### src/hdl/assert_macros.svh
// Assertion helpers shared by the rename unit modules.
// Each module that uses them has a clock i_clk and an active-low reset i_rst_n.
`ifndef ASSERT_MACROS_SVH
`define ASSERT_MACROS_SVH

// Same-cycle implication, ignored while reset is held.
`define RRU_ASSERT_IMP(lbl, ante, cons) \
    lbl: assert property (@(posedge i_clk) disable iff (!i_rst_n) (ante) |-> (cons)) \
        else $error("rename unit assertion failed");

// Next-cycle implication, ignored while reset is held.
`define RRU_ASSERT_NEXT(lbl, ante, cons) \
    lbl: assert property (@(posedge i_clk) disable iff (!i_rst_n) (ante) |=> (cons)) \
        else $error("rename unit assertion failed");

`endif

### src/hdl/rru_pkg.sv
`default_nettype none

package rru_pkg;

    localparam int ARCH_REGS = 32;
    localparam int PHYS_REGS = 64;
    localparam int ARCH_W    = $clog2(ARCH_REGS);
    localparam int PHYS_W    = $clog2(PHYS_REGS);
    localparam int CNT_W     = $clog2(PHYS_REGS + 1);
    localparam int FREE_INIT = PHYS_REGS - ARCH_REGS;
    localparam int DATA_W    = 64;
    localparam int IMM_W     = 32;

    typedef enum logic [1:0] {
        FUNC_RENAME    = 2'd0,
        FUNC_WRITEBACK = 2'd1,
        FUNC_RETIRE    = 2'd2,
        FUNC_ROLLBACK  = 2'd3
    } t_func;

    typedef struct packed {
        logic [1:0]              func;
        logic [ARCH_W-1:0]       arch_dest;
        logic [ARCH_W-1:0]       arch_src_a;
        logic [ARCH_W-1:0]       arch_src_b;
        logic                    b_is_immediate;
        logic signed [IMM_W-1:0] immediate;
        logic [PHYS_W-1:0]       phys_reg;
        logic [DATA_W-1:0]       write_value;
        logic                    has_exception;
    } t_item;

    typedef struct packed {
        logic              accepted;
        logic [PHYS_W-1:0] new_phys_dest;
        logic [PHYS_W-1:0] old_phys_dest;
        logic              a_ready;
        logic [PHYS_W-1:0] a_tag;
        logic [DATA_W-1:0] a_value;
        logic              b_ready;
        logic [PHYS_W-1:0] b_tag;
        logic [DATA_W-1:0] b_value;
    } t_result;

    typedef struct packed {
        logic              en;
        logic [ARCH_W-1:0] addr;
        logic [PHYS_W-1:0] data;
    } t_map_wr;

    typedef struct packed {
        logic              en;
        logic [PHYS_W-1:0] addr;
        logic [DATA_W-1:0] data;
    } t_val_wr;

    typedef struct packed {
        logic              pop;
        logic              push;
        logic [PHYS_W-1:0] push_data;
    } t_fl_ctl;

endpackage

`default_nettype wire

### src/hdl/rru_free_list.sv
`default_nettype none
`include "assert_macros.svh"

module rru_free_list (
    input  wire logic                         i_clk,
    input  wire logic                         i_rst_n,
    input  wire rru_pkg::t_fl_ctl             i_ctl,
    output logic      [rru_pkg::PHYS_W-1:0]   o_head_data,
    output logic                              o_empty
);

    localparam int PW = rru_pkg::PHYS_W;
    localparam int CW = rru_pkg::CNT_W;

    logic [PW-1:0] r_mem [rru_pkg::PHYS_REGS];
    logic [rru_pkg::PHYS_REGS-1:0] r_vld;

    logic [PW-1:0] r_head;
    logic [PW-1:0] r_tail;
    logic [CW-1:0] r_count;
    logic [PW-1:0] n_head;
    logic          w_full;
    logic          w_push;

    logic [PW-1:0] r_q;
    logic [PW-1:0] r_rd_addr;
    logic          r_byp_en;
    logic [PW-1:0] r_byp_addr;
    logic [PW-1:0] r_byp_data;

    function automatic logic [PW-1:0] reset_entry(input logic [PW-1:0] idx);
        logic [PW-1:0] val;
        if (int'(idx) < rru_pkg::FREE_INIT) begin
            val = PW'(rru_pkg::ARCH_REGS + int'(idx));
        end else begin
            val = '0;
        end
        return val;
    endfunction

    assign o_empty = (r_count == '0);
    assign w_full  = (r_count == CW'(rru_pkg::PHYS_REGS));
    // A push into a full list is dropped.
    assign w_push  = i_ctl.push && !w_full;
    assign n_head  = i_ctl.pop ? PW'(r_head + 1'b1) : r_head;

    // The entry at the next head is registered ahead of its pop.
    always_ff @(posedge i_clk) begin
        if (w_push) begin
            r_mem[r_tail] <= i_ctl.push_data;
        end
        r_q        <= r_vld[n_head] ? r_mem[n_head] : reset_entry(n_head);
        r_rd_addr  <= n_head;
        r_byp_addr <= r_tail;
        r_byp_data <= i_ctl.push_data;
    end

    always_ff @(posedge i_clk) begin
        if (!i_rst_n) begin
            r_vld    <= '0;
            r_head   <= '0;
            r_tail   <= PW'(rru_pkg::FREE_INIT);
            r_count  <= CW'(rru_pkg::FREE_INIT);
            r_byp_en <= 1'b0;
        end else begin
            if (w_push) begin
                r_vld[r_tail] <= 1'b1;
                r_tail        <= PW'(r_tail + 1'b1);
            end
            r_head   <= n_head;
            r_byp_en <= w_push;
            if (w_push && !i_ctl.pop) begin
                r_count <= CW'(r_count + 1'b1);
            end else if (i_ctl.pop && !w_push) begin
                r_count <= CW'(r_count - 1'b1);
            end
        end
    end

    assign o_head_data = (r_byp_en && r_byp_addr == r_rd_addr) ? r_byp_data : r_q;

    `RRU_ASSERT_IMP(a_fl_pop_nonempty, i_ctl.pop, r_count != '0)
    `RRU_ASSERT_IMP(a_fl_count_max, 1'b1, r_count <= CW'(rru_pkg::PHYS_REGS))
    `RRU_ASSERT_IMP(a_fl_ring, 1'b1, r_tail == PW'(r_head + r_count))

endmodule

`default_nettype wire

### config.mk
export PLATFORM = sky130hd
export DESIGN_NAME = rru_free_list
export DESIGN_NICKNAME = d
export VERILOG_FILES = /design/src/hdl/rru_pkg.sv /design/src/hdl/rru_free_list.sv
export VERILOG_INCLUDE_DIRS = /design/src /design/src/hdl
export SDC_FILE = /design/constraint.sdc
export NUM_CORES = 1
export LEC_CHECK = 0
export BUFFER_PORTS_ARGS = -buffer_cell sky130_fd_sc_hd__buf_2
export CAP_MARGIN = 20
export CELL_PAD_IN_SITES_DETAIL_PLACEMENT = 0
export CELL_PAD_IN_SITES_GLOBAL_PLACEMENT = 1
export CORE_MARGIN = 8
export CORE_UTILIZATION = 48
export CTS_CLUSTER_DIAMETER = 50
export DETAILED_ROUTE_END_ITERATION = 16
export GPL_TIMING_DRIVEN = 1
export MAX_ROUTING_LAYER = met4
export PLACE_DENSITY_LB_ADDON = 0.2
export SLEW_MARGIN = 20
export SYNTH_ARGS = -nofsm -noshare
export SYNTH_HDL_FRONTEND = slang
export SYNTH_SLANG_ARGS = --single-unit
### constraint.sdc
create_clock -name i_clk -period 3.1 [get_ports i_clk]
set_input_delay 0.62 -clock i_clk [delete_from_list [all_inputs] [get_ports i_clk]]
set_output_delay 0.62 -clock i_clk [all_outputs]
set_load 0.05 [all_outputs]
**After elaboration in Yosys (flattened, before gate mapping)**

Memories as Yosys holds them, arrays and structs flattened.
Index checks and enable logic that the tools add are counted.

- Add/sub/neg operators: 5
- Magnitude comparators: 4
- Equality and inequality tests: 2
- Muxes and demuxes: 12
- Bitwise gates (word level): 1
- Reduce and logical (&&, ||, !) cells: 10

Operator list:

| cell | number |
|---|---|
| $or 64x64->64 | 1 |
| $mux 6 | 4 |
| $lt 6x7->1 const B | 2 |
| $mux 7 | 2 |
| $add 6x1->6 const B | 2 |
| $add 7x1->7 const B | 1 |
| $eq 7x7->1 const B | 1 |
| $logic_not 7->1 | 1 |
| $sub 7x1->7 const B | 1 |
| $add 6x6->6 const A | 1 |
| $bmux 1 s6 | 1 |
| $demux 1 s6 | 1 |
| $eq 6x6->1 | 1 |
| $ge 6x1->1 const B | 1 |
| $lt 6x6->1 const B | 1 |
| $logic_and 1x1->1 | 5 |
| $mux 1 | 4 |
| $logic_not 1->1 | 3 |
| $reduce_bool 2->1 | 1 |

- Bits in registers: 108
- Memory bits (writable): 384
- Input port bits: 10
- Output and inout bits: 7
- Memories: 1

Memories:

| memory | depth | width | rd ports | clocked after memory_dff | wr ports | RTL line | source |
|---|---|---|---|---|---|---|---|
| r_mem | 64 | 6 | 1 | 0 | 1 | rru_free_list.sv:15 | `logic [PW-1:0] r_mem [rru_pkg::PHYS_REGS];` |

**Logic depth before layout (Yosys ltp)**

- Word-level depth: 7
- Mapped depth: 14
- Gate-level depth less buffers: 13

**Worst setup path after synthesis**

Ideal clock, no wire load.

- Kind: input-to-reg
- Start point: in i_ctl[7] in the netlist's numbering
- End point: reg r_count[6]
- Setup time: 0.115 ns
- Arrival: 3.029 ns
- Required time: 2.985 ns
- Slack: -0.044 ns
- Cell stages on the path: 14
- Buffers on the path: 2
- Cell sequence: buf_4 > buf_2 > clkinv_1 > ha_1 > inv_1 > ha_1 > nor2b_1 > o21ai_0 > a21boi_0 > o21a_1 > or3_1 > a21oi_1 > xor2_1 > and2_1

- Cells in the longest elaborated chain, start to end: 3
- Elaborated cells on any way between the ends: 5
- Those cells by class: mux (1); reduce/logical (4)

RTL lines:

| element | RTL line | source |
|---|---|---|
| from (decl) | rru_free_list.sv:7 | `input wire rru_pkg::t_fl_ctl i_ctl,` |
| $logic_not 1->1 | rru_free_list.sv:72 | `if (w_push && !i_ctl.pop) begin` |
| $logic_and 1x1->1 | rru_free_list.sv:72 |  |
| $mux 7 or $reduce_bool 2->1 (tied branches) | n/a |  |
| to (signal assigned) | rru_free_list.sv:63 | `r_count <= CW'(rru_pkg::FREE_INIT);` |
| to (signal assigned) | rru_free_list.sv:73 | `r_count <= CW'(r_count + 1'b1);` |
| to (signal assigned) | rru_free_list.sv:75 | `r_count <= CW'(r_count - 1'b1);` |
| to (decl) | rru_free_list.sv:20 | `logic [CW-1:0] r_count;` |

Parallel ways exist; a longest one is shown, timed or not.
A chain may end at the register's enable or synchronous reset.

**Worst setup path after layout**

- Start point: reg r_rd_addr[3]
- End point: out o_head_data[0] in the netlist's numbering

- Cells in the longest elaborated chain, start to end: 3

RTL lines:

| element | RTL line | source |
|---|---|---|
| from (decl) | rru_free_list.sv:26 | `logic [PW-1:0] r_rd_addr;` |
| from (signal assigned) | rru_free_list.sv:53 | `r_rd_addr <= n_head;` |
| $eq 6x6->1 | rru_free_list.sv:80 | `assign o_head_data = (r_byp_en && r_byp_addr == r_rd_addr) ? r_byp_data : r_q;` |
| $logic_and 1x1->1 | rru_free_list.sv:80 |  |
| $mux 6 | rru_free_list.sv:80 |  |
| to (decl) | rru_free_list.sv:8 | `output logic [rru_pkg::PHYS_W-1:0] o_head_data,` |

No other way between the ends.

==> impl_metrics.ini <==
[synthesis]
ys_ff_latch = 492
synthCells = 1658
ys_async_sr_fraction_pct = 0
ys_types = 79
syn_nets = 1678
synthTopCellsByArea = edfxtp_1, dfxtp_1, o22ai_1
synth_most_common_cell = edfxtp_1
yosysTopAreaCell = edfxtp_1
synth_ff_type = edfxtp_1
synth-seq-area-share_pct = 63.9
yosys-top-cells-count = edfxtp_1, o22ai_1, dfxtp_1
yosysWarnings = 0
synth_edf_count = 384
synth_area_per_cell_um2 = 12.9
syn_area_um2 = 21400
yosysTopAreaCellShare_pct = 53.8

[power]
p_int_w = 0.0118
pwr-share-comb_pct = 13.0
pwr-share-seq_pct = 46.2
p_switching_w = 0.00389
clkPwrFrac_pct = 40.7
netSwitchingFraction_pct = 24.7
vdd_drop_max_mv = 0.412
leakagePower_nw = 8.74
power.density_nw_per_um2 = 614

[route]
route.vias.total = 15500
wl_per_cell_um = 25.6
drc = 0
drt_wl_total_um = 63000
drt.antenna.violating_nets = 0
drt-pass1-iter-count = 5
drt-initial-drc-count = 1660
via_per_inst = 6.31

[global_routing]
track_usage_pct = 25.0
grt_max_degree = 66
antenna_found_initial = 1
grt_pass1_wl_um = 93200
grt_pass1_vias = 14900
grt_overflow = 0

[cts]
numCtsBuffers = 53
hold_buffers = 0
clockBufferDepth = 3
postCtsSetupRepairBufs = 0
cts_max_level = 2
cts_root_buf = clkbuf_16
clkTransAtPathRegs_ns = 0.06
clock_sinks = 492
cts_tree = yes
clock_latency_ns = 0.61

[floorplanning]
dieArea_um2 = 51700
core.rowCount = 77
start_util_pct = 48.6
dieWidth_um = 227
dieHeight_um = 227
pin_count = 17
fp.coreArea_um2 = 44100

[critical_path]
cp.required_ns = 2.48
worst-setup-path-type = flip-flop to output port
cp-end-kind = output port
worstPathArrival_ns = 2.37
crit_path_start_kind = flip-flop
crit_fanout = 6

[placement]
post_dp_cell_area_um2 = 23700
io_buffers = 16
place_congestion = 0.891
dpl.hpwl_um = 43400

[timing]
finalHoldViolCount = 0
timing.hold.ws_ns = 0.285
drv_slew = 0
fin_skew_ns = 0.0204
worst_pin_slew_ns = 0.871
fin_crit_ns = 2.99
slew_headroom_pct = 41.9
fmax_ghz = 0.334
fin_crit_sh_pct = 96.6
setup_viol = 0

[final_layout]
design_area_um2 = 25600
drive_above_1_share_pct = 21.2
nets = 1844
area_delta_synth_final_pct = 19.4

[flow_run]
maxCapViolations = 0

[hold_path]
hp-class = primary input to flip-flop

[outcome]
status = completed
## kinds of logic after synthesis
| family | synth area share, % |
|---|---|
| adder cells (fa/ha/maj) | 0.619 |
| flip-flops | 63.9 |
| XOR/XNOR | 0.899 |
| multiplexers | 4.41 |
| buffers and inverters | 3.23 |
| AND/OR/NAND/NOR | 7.82 |
| AO/OA/AOI/OAI | 19.1 |
## critical path, stage by stage (launching register included)
cell and delay (ns):
dfxtp_1 0.33, xnor2_1 0.17, nand4_1 0.16, nor4_1 0.28, buf_4 0.24, mux2_2 0.37
buf_2 0.22
## layer usage
| layer | part of all wire (%) | track usage (%) | wire, um |
|---|---|---|---|
| met1 | 43 | 33.4 | 27400 |
| met2 | 48 | 40.2 | 30100 |
| met3 | 6.6 | 3.32 | 4140 |
| met4 | 2.1 | 6.33 | 1350 |
| met5 | 0 | - | 0 |
## stage by stage
step           setup WS [ns]  power (W)  instances  utilization [%]  setup TNS, ns
6_report               0.106     0.0157       2460             58.0              0
3_3_place_gp          -0.131    0.00938       2361             53.8         -0.247
5_1_grt             -0.00453     0.0162       2460             58.0       -0.00453
3_5_place_dp          -0.117    0.00940       2361             53.8         -0.402
4_1_cts               0.0445     0.0158       2459             57.9              0
2_1_floorplan         0.0302    0.00860       1658                -              0
## layout by cell type, fill, tap and decap left out, types with 9 or more instances in the layout
cell type / n
a211oi_1: 18
a21oi_1: 53
a221oi_1: 31
a22o_1: 34
a22oi_1: 98
and2_1: 16
buf_12: 30
buf_2: 16
buf_4: 197
clkbuf_1: 9
clkbuf_16: 55
clkinv_2: 10
dfxtp_1: 106
edfxtp_1: 384
inv_1: 9
mux2i_1: 40
mux4_2: 20
nand2_1: 58
nand3_1: 23
nor2_1: 99
nor2b_1: 12
nor3_1: 65
nor4_1: 10
o21a_1: 67
o21ai_0: 22
o22ai_1: 178
o31ai_1: 11
or3_1: 12
## repair_timing
action | 4_1_cts | 5_1_grt
setup endpoints to repair | 4 | 5
cloned | 0 | 0
resized for setup | 2 | 11
## final timing paths
| path | startpoint | cells after the start | slack, ns | to |
|---|---|---|---|---|
| worst max-delay path | r_rd_addr[3] | 6 | 0.11 | o_head_data[0] |
| worst max register to register | r_head[0] | 11 | 0.20 | r_q[2] |
| worst min-delay path | i_ctl[3] | 1 | 0.29 | r_mem[31][3] |
| worst min register to register | r_tail[2] | 0 | 0.41 | r_byp_addr[2] |
## power by group through the flow
stage / registers (W) / clock network [W] / logic (W)
6_report: 0.00726 / 0.00640 / 0.00205
5_1_grt: 0.00726 / 0.00676 / 0.00220
4_1_cts: 0.00725 / 0.00649 / 0.00203
3_5_place_dp: 0.00738 / 0 / 0.00202
3_3_place_gp: 0.00738 / 0 / 0.00199
2_1_floorplan: 0.00736 / 0 / 0.00124
## sequential cells by signal (all words and copies together), names as in the netlist
register,flops
r_mem,384
r_vld,64
r_count,7
r_byp_addr,6
r_byp_data,6
r_head,6
r_q,6
r_rd_addr,6
r_tail,6
r_byp_en,1
## final cells by class
cell class,instances,area [um2]
fill,3628,18500
clock inverter,28,285
multi-input combinational,1019,7150
antenna,1,2.50
clock buffer,70,1490
timing repair buffer,244,2170
inverter,14,53.8
sequential,492,13700
tap,592,741
Power figures use the tool's default switching activity.
